`src/sv/dspg_pkg.sv`:
```
`default_nettype none
// ----------------------------------------------------------------------------
// dspg_pkg
// Shared constants and types of the dual step pulse generator.
// ----------------------------------------------------------------------------
package dspg_pkg;

    localparam int unsigned TICKS_PER_SECOND = 1000000;

    // field and state widths
    localparam int PERIOD_W = 20;
    localparam int POS_W    = 32;
    localparam int BAL_W    = 16;
    localparam int TURN_W   = 10;
    localparam int MIN_W    = 10;
    localparam int RATE_W   = 16;
    localparam int CFG_IDX_W = 2;
    localparam int CFG_DAT_W = 16;

    // iterative divider for the tick period, ticks-per-second / rate
    localparam int DIV_W = 32;
    localparam int DVS_W = 17;
    localparam int MAG_W = 17;

    localparam int QDEPTH = 4;

    localparam logic [PERIOD_W-1:0] PERIOD_MAX = {PERIOD_W{1'b1}};

    localparam logic signed [BAL_W-1:0]  BAL_LIMIT   = 16'sd16320;
    localparam logic signed [BAL_W-1:0]  BAL_SCALE   = 16'sd16320;
    localparam logic signed [TURN_W:0]   TURN_CENTER = 11'sd500;

    // configuration register indexes and reset values
    localparam logic [CFG_IDX_W-1:0] REG_MIN_RATE   = 2'd0;
    localparam logic [CFG_IDX_W-1:0] REG_MAX_RATE   = 2'd1;
    localparam logic [CFG_IDX_W-1:0] REG_FULL_SCALE = 2'd2;

    localparam logic [MIN_W-1:0]  MIN_RATE_RST   = 10'd2;
    localparam logic [RATE_W-1:0] MAX_RATE_RST   = 16'd8500;
    localparam logic [RATE_W-1:0] FULL_SCALE_RST = 16'd5500;

    // item opcodes
    localparam logic OP_CMD  = 1'b0;
    localparam logic OP_TICK = 1'b1;

    // direction codes
    localparam logic [1:0] DIR_NONE = 2'd0;
    localparam logic [1:0] DIR_FWD  = 2'd1;
    localparam logic [1:0] DIR_BACK = 2'd3;

    typedef struct packed {
        logic                stop;
        logic                fwd;
        logic [PERIOD_W-1:0] period;
    } dspg_wheel_cmd_t;

    typedef struct packed {
        logic                  tick;
        dspg_wheel_cmd_t [1:0] wheel;
    } dspg_entry_t;

    typedef struct packed {
        logic             start;
        logic [DIV_W-1:0] dividend;
        logic [DVS_W-1:0] divisor;
    } dspg_div_req_t;

    typedef struct packed {
        logic             done;
        logic [DIV_W-1:0] quotient;
    } dspg_div_rsp_t;

endpackage
`default_nettype wire

```
`src/sv/dspg_if.sv`:
```
`default_nettype none
// ----------------------------------------------------------------------------
// dspg interfaces
// Input item, result item and configuration write channels.
// ----------------------------------------------------------------------------
interface dspg_item_if;
    logic               valid;
    logic               ready;
    logic               opcode;
    logic signed [15:0] balance_output;
    logic        [9:0]  turn_value;

    modport source (output valid, output opcode, output balance_output,
                    output turn_value, input ready);
    modport sink   (input valid, input opcode, input balance_output,
                    input turn_value, output ready);
endinterface

interface dspg_result_if;
    logic               valid;
    logic               ready;
    logic               step_one;
    logic               step_two;
    logic               dir_pin_one;
    logic               dir_pin_two;
    logic               running_one;
    logic               running_two;
    logic signed [31:0] position_one;
    logic signed [31:0] position_two;

    modport source (output valid, output step_one, output step_two,
                    output dir_pin_one, output dir_pin_two, output running_one,
                    output running_two, output position_one, output position_two,
                    input ready);
    modport sink   (input valid, input step_one, input step_two,
                    input dir_pin_one, input dir_pin_two, input running_one,
                    input running_two, input position_one, input position_two,
                    output ready);
endinterface

interface dspg_cfg_if;
    logic        valid;
    logic        ready;
    logic [1:0]  index;
    logic [15:0] data;

    modport source (output valid, output index, output data, input ready);
    modport sink   (input valid, input index, input data, output ready);
endinterface
`default_nettype wire

```
`src/sv/dual_step_pulse_generator_unit.sv`:
```
`default_nettype none
// tick items: one per cycle while the front is idle and the fifo is not full, result
//   via the fifo in the output register; speed commands: one quotient per wheel in the
//   serial divider (ticks-per-second / rate); a stopping wheel skips it
// items queue in order behind a 4-entry fifo; ticks stall while a command is in the front
// reset (rst_n low, async): wheels stopped, positions zero, config at its default values
// ----------------------------------------------------------------------------
// dual_step_pulse_generator_unit
// Two-channel step/direction generator with differential speed mixing.
// ----------------------------------------------------------------------------
module dual_step_pulse_generator_unit import dspg_pkg::*; (
    input  wire logic     clk,
    input  wire logic     rst_n,
    dspg_item_if.sink     item,
    dspg_cfg_if.sink      cfg,
    dspg_result_if.source result
);

    logic          push;
    logic          full;
    logic          pop;
    logic          empty;
    dspg_entry_t   push_data;
    dspg_entry_t   pop_data;
    dspg_div_req_t div_req;
    dspg_div_rsp_t div_rsp;

    dspg_front u_front (
        .clk       (clk),
        .rst_n     (rst_n),
        .item      (item),
        .cfg       (cfg),
        .push      (push),
        .push_data (push_data),
        .full      (full),
        .div_req   (div_req),
        .div_rsp   (div_rsp)
    );

    dspg_div u_div (
        .clk   (clk),
        .rst_n (rst_n),
        .req   (div_req),
        .rsp   (div_rsp)
    );

    dspg_fifo u_fifo (
        .clk       (clk),
        .rst_n     (rst_n),
        .push      (push),
        .push_data (push_data),
        .full      (full),
        .pop       (pop),
        .pop_data  (pop_data),
        .empty     (empty)
    );

    dspg_back u_back (
        .clk    (clk),
        .rst_n  (rst_n),
        .entry  (pop_data),
        .empty  (empty),
        .pop    (pop),
        .result (result)
    );

endmodule
`default_nettype wire

```
`src/sv/dspg_div.sv`:
```
`default_nettype none
// ----------------------------------------------------------------------------
// dspg_div
// Restoring divider, one quotient bit per cycle.
// ----------------------------------------------------------------------------
module dspg_div import dspg_pkg::*; (
    input  wire logic          clk,
    input  wire logic          rst_n,
    input  wire dspg_div_req_t req,
    output dspg_div_rsp_t      rsp
);

    localparam int CNT_W = $clog2(DIV_W);

    logic             busy_reg, busy_next;
    logic             done_reg, done_next;
    logic [CNT_W-1:0] cnt_reg, cnt_next;
    logic [DIV_W-1:0] q_reg, q_next;
    logic [DVS_W-1:0] rem_reg, rem_next;
    logic [DVS_W-1:0] dvs_reg, dvs_next;

    logic [DVS_W:0]   shifted;
    logic [DVS_W:0]   diff;
    logic             ge;

    always_comb
    begin
        shifted = {rem_reg, q_reg[DIV_W-1]};
        diff    = shifted - {1'b0, dvs_reg};
        ge      = (shifted >= {1'b0, dvs_reg});

        busy_next = busy_reg;
        done_next = 1'b0;
        cnt_next  = cnt_reg;
        q_next    = q_reg;
        rem_next  = rem_reg;
        dvs_next  = dvs_reg;

        if (req.start)
        begin
            busy_next = 1'b1;
            cnt_next  = '0;
            q_next    = req.dividend;
            rem_next  = '0;
            dvs_next  = req.divisor;
        end
        else if (busy_reg)
        begin
            q_next   = {q_reg[DIV_W-2:0], ge};
            rem_next = ge ? diff[DVS_W-1:0] : shifted[DVS_W-1:0];
            cnt_next = cnt_reg + 1'b1;
            if (cnt_reg == CNT_W'(DIV_W - 1))
            begin
                busy_next = 1'b0;
                done_next = 1'b1;
            end
        end
    end

    always_ff @(posedge clk or negedge rst_n)
    begin
        if (!rst_n)
        begin
            busy_reg <= 1'b0;
            done_reg <= 1'b0;
            cnt_reg  <= '0;
        end
        else
        begin
            busy_reg <= busy_next;
            done_reg <= done_next;
            cnt_reg  <= cnt_next;
        end
    end

    always_ff @(posedge clk)
    begin
        q_reg   <= q_next;
        rem_reg <= rem_next;
        dvs_reg <= dvs_next;
    end

    assign rsp.done     = done_reg;
    assign rsp.quotient = q_reg;

endmodule
`default_nettype wire

```
`src/sv/dspg_fifo.sv`:
```
`default_nettype none
// ----------------------------------------------------------------------------
// dspg_fifo
// Short queue between the front and the back.
// ----------------------------------------------------------------------------
module dspg_fifo import dspg_pkg::*; (
    input  wire logic  clk,
    input  wire logic  rst_n,
    input  wire logic  push,
    input  wire dspg_entry_t push_data,
    output logic       full,
    input  wire logic  pop,
    output dspg_entry_t pop_data,
    output logic       empty
);

    localparam int PTR_W = $clog2(QDEPTH);

    dspg_entry_t      mem [QDEPTH];
    logic [PTR_W-1:0] wr_ptr_reg, wr_ptr_next;
    logic [PTR_W-1:0] rd_ptr_reg, rd_ptr_next;
    logic [PTR_W:0]   count_reg, count_next;

    always_comb
    begin
        wr_ptr_next = push ? wr_ptr_reg + 1'b1 : wr_ptr_reg;
        rd_ptr_next = pop  ? rd_ptr_reg + 1'b1 : rd_ptr_reg;
        count_next  = count_reg + (PTR_W+1)'(push) - (PTR_W+1)'(pop);
    end

    always_ff @(posedge clk or negedge rst_n)
    begin
        if (!rst_n)
        begin
            wr_ptr_reg <= '0;
            rd_ptr_reg <= '0;
            count_reg  <= '0;
        end
        else
        begin
            wr_ptr_reg <= wr_ptr_next;
            rd_ptr_reg <= rd_ptr_next;
            count_reg  <= count_next;
        end
    end

    always_ff @(posedge clk)
    begin
        if (push)
        begin
            mem[wr_ptr_reg] <= push_data;
        end
    end

    assign pop_data = mem[rd_ptr_reg];
    assign full     = (count_reg == (PTR_W+1)'(QDEPTH));
    assign empty    = (count_reg == '0);

endmodule
`default_nettype wire

```
`src/sv/dspg_front.sv`:
```
`default_nettype none
// ----------------------------------------------------------------------------
// dspg_front
// Takes items and config writes, turns speed commands into periods.
// ----------------------------------------------------------------------------
module dspg_front import dspg_pkg::*; (
    input  wire logic    clk,
    input  wire logic    rst_n,
    dspg_item_if.sink    item,
    dspg_cfg_if.sink     cfg,
    output logic         push,
    output dspg_entry_t  push_data,
    input  wire logic    full,
    output dspg_div_req_t div_req,
    input  wire dspg_div_rsp_t div_rsp
);

    localparam logic [2:0] ST_IDLE = 3'd0;
    localparam logic [2:0] ST_MUL  = 3'd1;
    localparam logic [2:0] ST_SUM  = 3'd2;
    localparam logic [2:0] ST_DIVM = 3'd3;
    localparam logic [2:0] ST_CHK  = 3'd4;
    localparam logic [2:0] ST_DIVP = 3'd5;
    localparam logic [2:0] ST_PUSH = 3'd6;

    localparam logic [DIV_W-1:0] TPS_DIVIDEND = DIV_W'(TICKS_PER_SECOND);

    // |mix| / 16320 is (|mix| >> 6) / 255, the latter as a multiply by
    // ceil(2^33 / 255) and a shift, exact for the 25-bit operand
    localparam logic [25:0] MAG_RECIP = 26'd33686019;

    logic [2:0]               state_reg, state_next;
    logic                     wheel_reg, wheel_next;
    logic signed [BAL_W-1:0]  bal_reg, bal_next;
    logic signed [TURN_W:0]   turn_reg, turn_next;
    logic signed [32:0]       base_reg, base_next;
    logic signed [32:0]       off_reg, off_next;
    logic                     fwd_reg, fwd_next;
    logic [24:0]              abs_reg, abs_next;
    logic [MAG_W-1:0]         mag_reg, mag_next;
    dspg_wheel_cmd_t [1:0]    cmd_reg, cmd_next;

    logic [MIN_W-1:0]         min_rate_reg;
    logic [RATE_W-1:0]        max_rate_reg;
    logic [RATE_W-1:0]        full_scale_reg;

    logic                     accept;
    logic signed [BAL_W-1:0]  bal_clamped;
    logic signed [32:0]       num;
    logic [32:0]              num_abs;
    logic [50:0]              mag_prod;
    logic [RATE_W-1:0]        sat;
    logic                     stop;
    logic [PERIOD_W-1:0]      period;

    assign item.ready = (state_reg == ST_IDLE) && !full;
    assign cfg.ready  = 1'b1;
    assign accept     = item.valid && item.ready;

    always_comb
    begin
        if (item.balance_output > BAL_LIMIT)
        begin
            bal_clamped = BAL_LIMIT;
        end
        else if (item.balance_output < -BAL_LIMIT)
        begin
            bal_clamped = -BAL_LIMIT;
        end
        else
        begin
            bal_clamped = item.balance_output;
        end
    end

    // per wheel mix, wheel two takes the turn offset negated
    always_comb
    begin
        num      = wheel_reg ? (base_reg - off_reg) : (base_reg + off_reg);
        num_abs  = num[32] ? 33'(-num) : 33'(num);
        mag_prod = 51'(abs_reg) * 51'(MAG_RECIP);
    end

    always_comb
    begin
        sat  = (mag_reg > {1'b0, max_rate_reg}) ? max_rate_reg : mag_reg[RATE_W-1:0];
        stop = (mag_reg < MAG_W'(min_rate_reg)) || (mag_reg == '0) || (sat == '0);

        if (div_rsp.quotient == '0)
        begin
            period = PERIOD_W'(1);
        end
        else if (div_rsp.quotient > DIV_W'(PERIOD_MAX))
        begin
            period = PERIOD_MAX;
        end
        else
        begin
            period = div_rsp.quotient[PERIOD_W-1:0];
        end
    end

    always_comb
    begin
        state_next = state_reg;
        wheel_next = wheel_reg;
        bal_next   = bal_reg;
        turn_next  = turn_reg;
        base_next  = base_reg;
        off_next   = off_reg;
        fwd_next   = fwd_reg;
        abs_next   = abs_reg;
        mag_next   = mag_reg;
        cmd_next   = cmd_reg;

        div_req.start    = 1'b0;
        div_req.dividend = TPS_DIVIDEND;
        div_req.divisor  = DVS_W'(sat);

        push           = 1'b0;
        push_data.tick = 1'b1;
        push_data.wheel = '0;

        unique case (state_reg)
            ST_IDLE:
            begin
                if (accept)
                begin
                    if (item.opcode == OP_TICK)
                    begin
                        push = 1'b1;
                    end
                    else
                    begin
                        bal_next   = bal_clamped;
                        turn_next  = $signed({1'b0, item.turn_value}) - TURN_CENTER;
                        wheel_next = 1'b0;
                        state_next = ST_MUL;
                    end
                end
            end
            ST_MUL:
            begin
                base_next  = bal_reg * $signed({1'b0, full_scale_reg});
                off_next   = turn_reg * BAL_SCALE;
                state_next = ST_SUM;
            end
            ST_SUM:
            begin
                fwd_next   = !num[32] && (num != '0);
                abs_next   = num_abs[30:6];
                state_next = ST_DIVM;
            end
            ST_DIVM:
            begin
                mag_next   = mag_prod[49:33];
                state_next = ST_CHK;
            end
            ST_CHK:
            begin
                if (stop)
                begin
                    cmd_next[wheel_reg].stop   = 1'b1;
                    cmd_next[wheel_reg].fwd    = 1'b0;
                    cmd_next[wheel_reg].period = '0;
                    wheel_next = 1'b1;
                    state_next = wheel_reg ? ST_PUSH : ST_SUM;
                end
                else
                begin
                    div_req.start = 1'b1;
                    state_next    = ST_DIVP;
                end
            end
            ST_DIVP:
            begin
                if (div_rsp.done)
                begin
                    cmd_next[wheel_reg].stop   = 1'b0;
                    cmd_next[wheel_reg].fwd    = fwd_reg;
                    cmd_next[wheel_reg].period = period;
                    wheel_next = 1'b1;
                    state_next = wheel_reg ? ST_PUSH : ST_SUM;
                end
            end
            ST_PUSH:
            begin
                push_data.tick  = 1'b0;
                push_data.wheel = cmd_reg;
                if (!full)
                begin
                    push       = 1'b1;
                    state_next = ST_IDLE;
                end
            end
            default:
            begin
                state_next = ST_IDLE;
            end
        endcase
    end

    always_ff @(posedge clk or negedge rst_n)
    begin
        if (!rst_n)
        begin
            state_reg      <= ST_IDLE;
            min_rate_reg   <= MIN_RATE_RST;
            max_rate_reg   <= MAX_RATE_RST;
            full_scale_reg <= FULL_SCALE_RST;
        end
        else
        begin
            state_reg <= state_next;
            if (cfg.valid && cfg.ready)
            begin
                unique case (cfg.index)
                    REG_MIN_RATE:   min_rate_reg   <= cfg.data[MIN_W-1:0];
                    REG_MAX_RATE:   max_rate_reg   <= cfg.data;
                    REG_FULL_SCALE: full_scale_reg <= cfg.data;
                    default:        ;
                endcase
            end
        end
    end

    always_ff @(posedge clk)
    begin
        wheel_reg <= wheel_next;
        bal_reg   <= bal_next;
        turn_reg  <= turn_next;
        base_reg  <= base_next;
        off_reg   <= off_next;
        fwd_reg   <= fwd_next;
        abs_reg   <= abs_next;
        mag_reg   <= mag_next;
        cmd_reg   <= cmd_next;
    end

endmodule
`default_nettype wire

```
`src/sv/dspg_back.sv`:
```
`default_nettype none
// ----------------------------------------------------------------------------
// dspg_back
// Wheel timers, step pulses and positions; drives the result channel.
// ----------------------------------------------------------------------------
module dspg_back import dspg_pkg::*; (
    input  wire logic     clk,
    input  wire logic     rst_n,
    input  wire dspg_entry_t entry,
    input  wire logic     empty,
    output logic          pop,
    dspg_result_if.source result
);

    // wheel two drives its direction pin inverted
    localparam logic [1:0] PIN_INVERT = 2'b10;

    logic [PERIOD_W-1:0] period_reg [2];
    logic [PERIOD_W-1:0] period_next [2];
    logic [PERIOD_W-1:0] count_reg [2];
    logic [PERIOD_W-1:0] count_next [2];
    logic [PERIOD_W-1:0] cnt_inc [2];
    logic [1:0]          dir_reg [2];
    logic [1:0]          dir_next [2];
    logic [POS_W-1:0]    steps_reg [2];
    logic [POS_W-1:0]    steps_next [2];
    logic [1:0]          run_reg, run_next;
    logic [1:0]          pin_reg, pin_next;
    logic [1:0]          step_reg, step_next;
    logic                res_valid_reg, res_valid_next;

    // wheel state only moves on a pop, so it stands as the result until taken
    assign pop = !empty && (!res_valid_reg || result.ready);

    always_comb
    begin
        run_next  = run_reg;
        pin_next  = pin_reg;
        step_next = step_reg;
        for (int i = 0; i < 2; i++)
        begin
            period_next[i] = period_reg[i];
            count_next[i]  = count_reg[i];
            dir_next[i]    = dir_reg[i];
            steps_next[i]  = steps_reg[i];
            cnt_inc[i]     = count_reg[i] + 1'b1;

            if (pop)
            begin
                step_next[i] = 1'b0;
                if (entry.tick)
                begin
                    if (run_reg[i])
                    begin
                        count_next[i] = cnt_inc[i];
                        if (cnt_inc[i] >= period_reg[i])
                        begin
                            count_next[i] = '0;
                            step_next[i]  = 1'b1;
                            if (dir_reg[i] == DIR_FWD)
                            begin
                                steps_next[i] = steps_reg[i] + 1'b1;
                            end
                            else if (dir_reg[i] == DIR_BACK)
                            begin
                                steps_next[i] = steps_reg[i] - 1'b1;
                            end
                        end
                    end
                end
                else if (entry.wheel[i].stop)
                begin
                    run_next[i]    = 1'b0;
                    period_next[i] = '0;
                    dir_next[i]    = DIR_NONE;
                end
                else
                begin
                    run_next[i]    = 1'b1;
                    period_next[i] = entry.wheel[i].period;
                    dir_next[i]    = entry.wheel[i].fwd ? DIR_FWD : DIR_BACK;
                    if (dir_next[i] != dir_reg[i])
                    begin
                        pin_next[i] = entry.wheel[i].fwd ^ PIN_INVERT[i];
                    end
                end
            end
        end

        if (pop)
        begin
            res_valid_next = 1'b1;
        end
        else if (result.ready)
        begin
            res_valid_next = 1'b0;
        end
        else
        begin
            res_valid_next = res_valid_reg;
        end
    end

    always_ff @(posedge clk or negedge rst_n)
    begin
        if (!rst_n)
        begin
            for (int i = 0; i < 2; i++)
            begin
                period_reg[i] <= '0;
                count_reg[i]  <= '0;
                dir_reg[i]    <= DIR_NONE;
                steps_reg[i]  <= '0;
            end
            run_reg       <= '0;
            pin_reg       <= '0;
            step_reg      <= '0;
            res_valid_reg <= 1'b0;
        end
        else
        begin
            for (int i = 0; i < 2; i++)
            begin
                period_reg[i] <= period_next[i];
                count_reg[i]  <= count_next[i];
                dir_reg[i]    <= dir_next[i];
                steps_reg[i]  <= steps_next[i];
            end
            run_reg       <= run_next;
            pin_reg       <= pin_next;
            step_reg      <= step_next;
            res_valid_reg <= res_valid_next;
        end
    end

    assign result.valid        = res_valid_reg;
    assign result.step_one     = step_reg[0];
    assign result.step_two     = step_reg[1];
    assign result.dir_pin_one  = pin_reg[0];
    assign result.dir_pin_two  = pin_reg[1];
    assign result.running_one  = run_reg[0];
    assign result.running_two  = run_reg[1];
    assign result.position_one = $signed(steps_reg[0]);
    assign result.position_two = $signed(steps_reg[1]);

endmodule
`default_nettype wire

```
`src/flat_wrapper.sv`:
```
// flat-port wrapper written by rule: the top's interface ports become plain ports
module dual_step_pulse_generator_unit_flat import dspg_pkg::*;
  (clk, rst_n, item_valid, item_opcode, item_balance_output, item_turn_value, item_ready, cfg_valid, cfg_index, cfg_data, cfg_ready, result_valid, result_step_one, result_step_two, result_dir_pin_one, result_dir_pin_two, result_running_one, result_running_two, result_position_one, result_position_two, result_ready);
  dspg_item_if item_i ();
  dspg_cfg_if cfg_i ();
  dspg_result_if result_i ();
  input  wire logic clk;
  input  wire logic rst_n;
  input wire logic [$bits(item_i.valid)-1:0] item_valid;
  input wire logic [$bits(item_i.opcode)-1:0] item_opcode;
  input wire logic [$bits(item_i.balance_output)-1:0] item_balance_output;
  input wire logic [$bits(item_i.turn_value)-1:0] item_turn_value;
  output wire logic [$bits(item_i.ready)-1:0] item_ready;
  input wire logic [$bits(cfg_i.valid)-1:0] cfg_valid;
  input wire logic [$bits(cfg_i.index)-1:0] cfg_index;
  input wire logic [$bits(cfg_i.data)-1:0] cfg_data;
  output wire logic [$bits(cfg_i.ready)-1:0] cfg_ready;
  output wire logic [$bits(result_i.valid)-1:0] result_valid;
  output wire logic [$bits(result_i.step_one)-1:0] result_step_one;
  output wire logic [$bits(result_i.step_two)-1:0] result_step_two;
  output wire logic [$bits(result_i.dir_pin_one)-1:0] result_dir_pin_one;
  output wire logic [$bits(result_i.dir_pin_two)-1:0] result_dir_pin_two;
  output wire logic [$bits(result_i.running_one)-1:0] result_running_one;
  output wire logic [$bits(result_i.running_two)-1:0] result_running_two;
  output wire logic [$bits(result_i.position_one)-1:0] result_position_one;
  output wire logic [$bits(result_i.position_two)-1:0] result_position_two;
  input wire logic [$bits(result_i.ready)-1:0] result_ready;
  assign item_i.valid = item_valid;
  assign item_i.opcode = item_opcode;
  assign item_i.balance_output = item_balance_output;
  assign item_i.turn_value = item_turn_value;
  assign item_ready = item_i.ready;
  assign cfg_i.valid = cfg_valid;
  assign cfg_i.index = cfg_index;
  assign cfg_i.data = cfg_data;
  assign cfg_ready = cfg_i.ready;
  assign result_valid = result_i.valid;
  assign result_step_one = result_i.step_one;
  assign result_step_two = result_i.step_two;
  assign result_dir_pin_one = result_i.dir_pin_one;
  assign result_dir_pin_two = result_i.dir_pin_two;
  assign result_running_one = result_i.running_one;
  assign result_running_two = result_i.running_two;
  assign result_position_one = result_i.position_one;
  assign result_position_two = result_i.position_two;
  assign result_i.ready = result_ready;
  dual_step_pulse_generator_unit u_core (.clk(clk), .rst_n(rst_n), .item(item_i), .cfg(cfg_i), .result(result_i));
endmodule
```
`config.mk`:
```
export PLATFORM = sky130hd
export DESIGN_NAME = dual_step_pulse_generator_unit_flat
export DESIGN_NICKNAME = d
export VERILOG_FILES = /design/src/sv/dspg_pkg.sv /design/src/sv/dspg_if.sv /design/src/sv/dual_step_pulse_generator_unit.sv /design/src/sv/dspg_div.sv /design/src/sv/dspg_fifo.sv /design/src/sv/dspg_front.sv /design/src/sv/dspg_back.sv /design/src/flat_wrapper.sv
export SDC_FILE = /design/constraint.sdc
export NUM_CORES = 2
export LEC_CHECK = 0
export BUFFER_PORTS_ARGS = -buffer_cell sky130_fd_sc_hd__buf_4
export CAP_MARGIN = 20
export CORE_UTILIZATION = 60
export CTS_CLUSTER_DIAMETER = 100
export CTS_CLUSTER_SIZE = 16
export DETAILED_ROUTE_END_ITERATION = 10
export GPL_TIMING_DRIVEN = 0
export PLACE_DENSITY = 0.88
export SKIP_LAST_GASP = 1
export SYNTH_ARGS = -nofsm -noshare
export SYNTH_HDL_FRONTEND = slang
export SYNTH_HIERARCHICAL = 1
export SYNTH_SLANG_ARGS = --single-unit
```
`constraint.sdc`:
```
create_clock -name clk -period 17.1 [get_ports clk]
set_input_delay 1.71 -clock clk [delete_from_list [all_inputs] [get_ports clk]]
set_output_delay 1.71 -clock clk [all_outputs]
set_load 0.02 [all_outputs]
```
# After elaboration in Yosys (flattened, before gate mapping)
# Memory sizes are Yosys's and may differ from the RTL's.
# Cells that the tools add are included.
[classes]
add_sub_neg = 16
multipliers = 3
div = 0
n_lt_le_gt_ge = 10
eq_ne = 21
shift = 0
muxes = 73
bitwise_logic = 5
n_reduce_logical = 40
[op_table]
columns = ["operator", "count"]
rows = [
  ["bitwise mux 44 bit", 6],
  ["2-to-1 mux 20 bit", 7],
  ["2-to-1 mux 32 bit", 4],
  ["2-to-1 mux 44 bit", 2],
  ["one-hot mux 44 bit (2 select lines)", 1],
  ["demux 22 bit (select 1 bit)", 3],
  ["adder 32 x 1 -> 32 bit, second input constant", 2],
  ["subtractor 32 x 1 -> 32 bit, second input constant", 2],
  ["multiplier 25 x 26 -> 50 bit, second input constant", 1],
  ["2-to-1 mux 45 bit", 1],
  ["adder 20 x 1 -> 20 bit, second input constant", 2],
  ["greater-or-equal comparator 20 bit", 2],
  ["adder 33 bit", 1],
  ["multiplier 16 x 17 -> 33 bit", 1],
  ["2-to-1 mux 33 bit", 1],
  ["nonzero test 33 bit", 1],
  ["subtractor 33 bit", 1],
  ["> comparator 32 x 20 -> 1 bit, second input constant", 1],
  ["logical NOT 32 bit", 1],
  ["2-to-1 mux 16 bit", 2],
  ["2-to-1 mux 31 bit", 1],
  ["negator 31 bit", 1],
  ["2-to-1 mux 1 bit", 27],
  ["2-to-1 mux 22 bit", 1],
  ["other kinds (45)", 96],
]
[totals]
reg_bits = 454
latchBits = 0
mem_bits_rw = 180
rom_bits = 0
inputBits = 50
output_inout_bits = 73
elab_cells = 210
mem_count = 1
[memory_table]
columns = ["name", "words", "width", "rd", "rd_ports_with_merged_regs", "write_ports", "line_no", "rtl"]
rows = [
  ["u_core.u_fifo.mem", 4, 45, 1, 0, 1, "dspg_fifo.sv:19", "dspg_entry_t mem [QDEPTH];"],
]

# Longest topological paths before layout
[depth]
word_depth = 9
mapped_depth = 24
mapped_depth_nobuf = 24

# Hierarchy
# Netlist, hierarchy kept.
[by_module_without_submodules]
columns = ["mod", "n_inst", "cells_each", "area_per_inst_um2", "seq_area_each_um2"]
rows = [
  ["dspg_front", 1, 2760, 26902.1, 6188.4],
  ["dspg_back", 1, 1298, 10814.1, 3828.7],
  ["dspg_fifo", 1, 269, 6902.9, 5580.4],
  ["dspg_div", 1, 339, 3911.3, 1986.9],
]

# Least setup slack after synthesis
# No wires, ideal clock.
[synth_timing]
path_kind = "register -> register"
startpoint = "register u_core.u_front.max_rate_reg[13]"
endpoint = "register u_core.u_div.q_reg[0] (enable)"
setup_time_ps = 387
arrival_ps = 6264
required_ps = 16713
path_slack_ps = 10450
path_stages_with_launch = 13
path_buffers = 2
synth_period_minus_slack_ps = 6650
path_cell_list = "dfstp_2 > inv_1 > ha_1 > nand3_1 > nor3_1 > nand3_1 > o41ai_1 > nor2_1 > a2111oi_0 > clkbuf_1 > nor2_1 > buf_4 > inv_1"
[synth_rtl]
columns = ["item", "line_no", "rtl"]
rows = [
  ["from (decl)", "dspg_front.sv:44", "logic [RATE_W-1:0] max_rate_reg;"],
  ["from (signal assigned)", "dspg_front.sv:219", "REG_MAX_RATE: max_rate_reg <= cfg.data;"],
  ["to (signal assigned)", "dspg_div.sv:78", "q_reg <= q_next;"],
  ["to (decl)", "dspg_div.sv:18", "logic [DIV_W-1:0] q_reg, q_next;"],
]

# Worst setup path in the final report
[layout_timing]
startpoint = "register u_core.u_front.bal_reg[15]"
endpoint = "register u_core.u_front.base_reg[31] (data pin)"
[layout_between]
elab_chain_cells = 1
[layout_lines]
columns = ["item", "line_no", "rtl"]
rows = [
  ["from (decl)", "dspg_front.sv:34", "logic signed [BAL_W-1:0] bal_reg, bal_next;"],
  ["from (signal assigned)", "dspg_front.sv:230", "bal_reg <= bal_next;"],
  ["multiplier 16 x 17 -> 33 bit", "dspg_front.sv:144", "base_next = bal_reg * $signed({1'b0, full_scale_reg});"],
  ["to (signal assigned)", "dspg_front.sv:232", "base_reg <= base_next;"],
  ["to (decl)", "dspg_front.sv:36", "logic signed [32:0] base_reg, base_next;"],
]
# Every way passes these cells.
# A chain may end at the register's enable or synchronous reset.

==> flow_metrics.tcl <==
set metrics [dict create \
    outcome "completed" \
    synth-seq-cells 626 \
    worst_path_dominant_cell_family "adder cells" \
    hp-class "reg -> reg" \
    worst_setup_path_start_kind "flop" \
    ctsResizeCount 0 \
    rows 103 \
    vias 35090 \
    async_flop_share_pct 33.87 \
    crit_chain "clkinv_1, nor2_1, fa_1, fa_1, fa_1, fa_1, fa_1, inv_1, fa_1, inv_1, ha_1, a21o_1, a21o_1, a21oi_1, a2bb2oi_1, a31oi_1, a211o_1, a21oi_1, o21bai_1, a21oi_1, xnor2_1" \
    grt_use_total_pct 27.78 \
    ys_types 111 \
    antenna_found_initial 2 \
    hp-start "u_core/u_back/period_reg[17]" \
    synth_area_per_cell_um2 10.40 \
    core_um2 79520 \
    layout-drive-gt1-share_pct 9.612 \
    slew_headroom_pct 28.20 \
    wirelength_um 112300 \
    hold_buffers 0 \
    finalNetCount 5751 \
    hold_violations 0 \
    postRouteAntennaNets 0 \
    crit_top_cell "fa_1" \
    first_iter_violations 2518 \
    io_buffer_count 121 \
    cap_violations 0 \
    cts_inserted_buffers 46 \
    worstSetupEndpointType "flop" \
    syn_to_final_growth_pct 8.348 \
    pin_count 123 \
    timing.rr.start "u_core/u_front/bal_reg[15]" \
    root_buffer "clkbuf_16" \
    slowest_delay_ps 730 \
    yosysWarnings 6 \
    cp.arrival_ps 8140 \
    crit_required_ps 17460 \
    criticalPathCategory "reg -> reg" \
    setup_violations 0 \
    yosys.area.top_type_share_pct 24.56 \
    setup_tns_ps 0 \
    clkTransAtPathRegs_ps 70 \
    grt_pass1_wl_um 182800 \
    initial_core_util_pct 61.03 \
    crit_buf_inv 3 \
    largest_register_ffs 180 \
    fin_skew_ps 33.51 \
    crit_start "u_core/u_front/bal_reg[15]" \
    gp_congestion 1.003 \
    hpwl_um 86530 \
    post_cts_buffers 0 \
    synth_area_leader_cell "edfxtp_1" \
    grt_pass1_vias 36180 \
    drc 0 \
    grt_setup_unrepaired "no" \
    ys_top_cells_by_area "edfxtp_1 (25%), ha_1 (14%), fa_1 (12%), dfrtp_1 (10%), inv_1 (4.7%)" \
    synth.most_common_cell "inv_1" \
    cts_sinks 626 \
    synth_edf_count 397 \
    die_w_um 286.4 \
    dieArea_um2 82030 \
    clockBufferDepth 3 \
    viasPerCell 5.874 \
    ys_top_cells_by_count "inv_1 (606), ha_1 (535), nand2_1 (470)" \
    drv_slew 0 \
    fmax_mhz 128.5 \
    first_pass_iters 8 \
    crit_slowest_cell "edfxtp_1" \
    layout_min_cycle_time_ps 7780 \
    die_y_um 286.4 \
    crit_fanout 10 \
    overflow 0 \
    worstMarginPinSlew_ps 1068 \
    cts_tree "built" \
    htreeDepth 2 \
    synthCells 4666 \
    grt_max_degree 122 \
    insertion_delay_ps 620 \
    routedWlPerCell_um 18.80 \
    synthFlopType "edfxtp_1" \
    synth_area_um2 48530 \
    finalCritPeriodShare_pct 45.50 \
    yosysSeqAreaShare_pct 36.23 \
]
kinds of logic after synthesis:
logic type                 Yosys count  synth area share (%)
adders and majority gates          817                 25.43
muxes                              128                 3.978
and+or+nand+nor                   1270                 13.04
other                                2               0.01547
AOI/OAI and AO/OA                  794                 10.30
xor gates and xnor gates           242                 4.367
buffers and inverters              787                 6.639
DFF                                626                 36.23
placed cells by master (no fill, tap or decap), drive strengths merged, types with 11 or more instances in the layout:
master | synthesis | final
nand4 | 36 | 36
ha | 535 | 535
and2 | 183 | 183
dfrtp | 198 | 198
conb | 2 | 34
inv | 606 | 609
mux4 | 45 | 45
nand2b | 82 | 82
a31oi | 21 | 21
o21a | 23 | 23
a211oi | 27 | 27
o21ai | 293 | 293
or3 | 11 | 11
fa | 282 | 282
nor2b | 35 | 35
xor2 | 74 | 74
o31ai | 19 | 19
nor4 | 29 | 29
nor3b | 15 | 15
dfxtp | 17 | 17
and3 | 32 | 32
edfxtp | 397 | 397
nor2 | 206 | 206
dfstp | 14 | 14
a21oi | 196 | 196
nand2 | 470 | 470
nor3 | 44 | 44
o211ai | 17 | 17
mux2i | 14 | 14
xnor2 | 168 | 168
buf | 70 | 208
nand3 | 73 | 73
a21o | 84 | 84
mux2 | 69 | 69
o21bai | 19 | 19
or2 | 14 | 14
clkbuf | 110 | 190
layout make-up:
class | count | area, µm²
Sequential cell | 626 | 17580
Tap cell | 1050 | 1314
Clock buffer | 80 | 1310
Inverter | 607 | 2278
Timing Repair Buffer | 138 | 1150
Fill cell | 5738 | 26930
Antenna cell | 2 | 5.005
Buffer | 180 | 943.4
Clock inverter | 5 | 107.6
Multi-Input combinational cell | 3285 | 27890
per-layer routing:
metal	track usage (%)	vias up	share of wire, %
li1	-	16330	-
met5	0	-	0
met1	34.03	17180	39
met3	4.356	315	6.6
met2	49.09	1267	50
met4	10.84	0	4.0
worst paths after layout:
path	end	slack (ps)	depth (start not counted)
hold reg to reg	u_core/u_back/period_reg[17]	480	2
hold / removal	u_core/u_back/period_reg[17]	480	2
setup reg to reg	u_core/u_front/base_reg[31]	9320	21
min in group asynchronous	u_core/u_back/count_reg[31]	1150	1
setup / recovery	u_core/u_front/base_reg[31]	9320	21
max in group asynchronous	u_core/u_front/full_scale_reg[6]	14820	2
through the flow:
stage	worst slack [ps]	instance area [µm²]	instances	hold slack, ps	util [%]
6_report	9320	52580	5973	484.7	66.13
5_1_grt	9042	52580	5972	503.8	66.12
4_1_cts	9485	52570	5970	483.3	66.12
3_5_place_dp	9563	51150	5885	471.7	64.33
3_3_place_gp	8679	50870	5869	460.1	63.98
2_1_floorplan	10450	48650	4698	436.9	-
worst register-to-register path: cells and delay by family (launching register included):
kind / cells / cell delay [ps]
DFF: 1 / 730
AOI/OAI and AO/OA: 9 / 1890
buffers and inverters: 3 / 820
xor gates and xnor gates: 1 / 80
and+or+nand+nor: 1 / 340
adders and majority gates: 7 / 3690
Power is left out: the tool's default activity adds up to more than one toggle a clock period on the data nets, which glitch-free logic cannot reach.
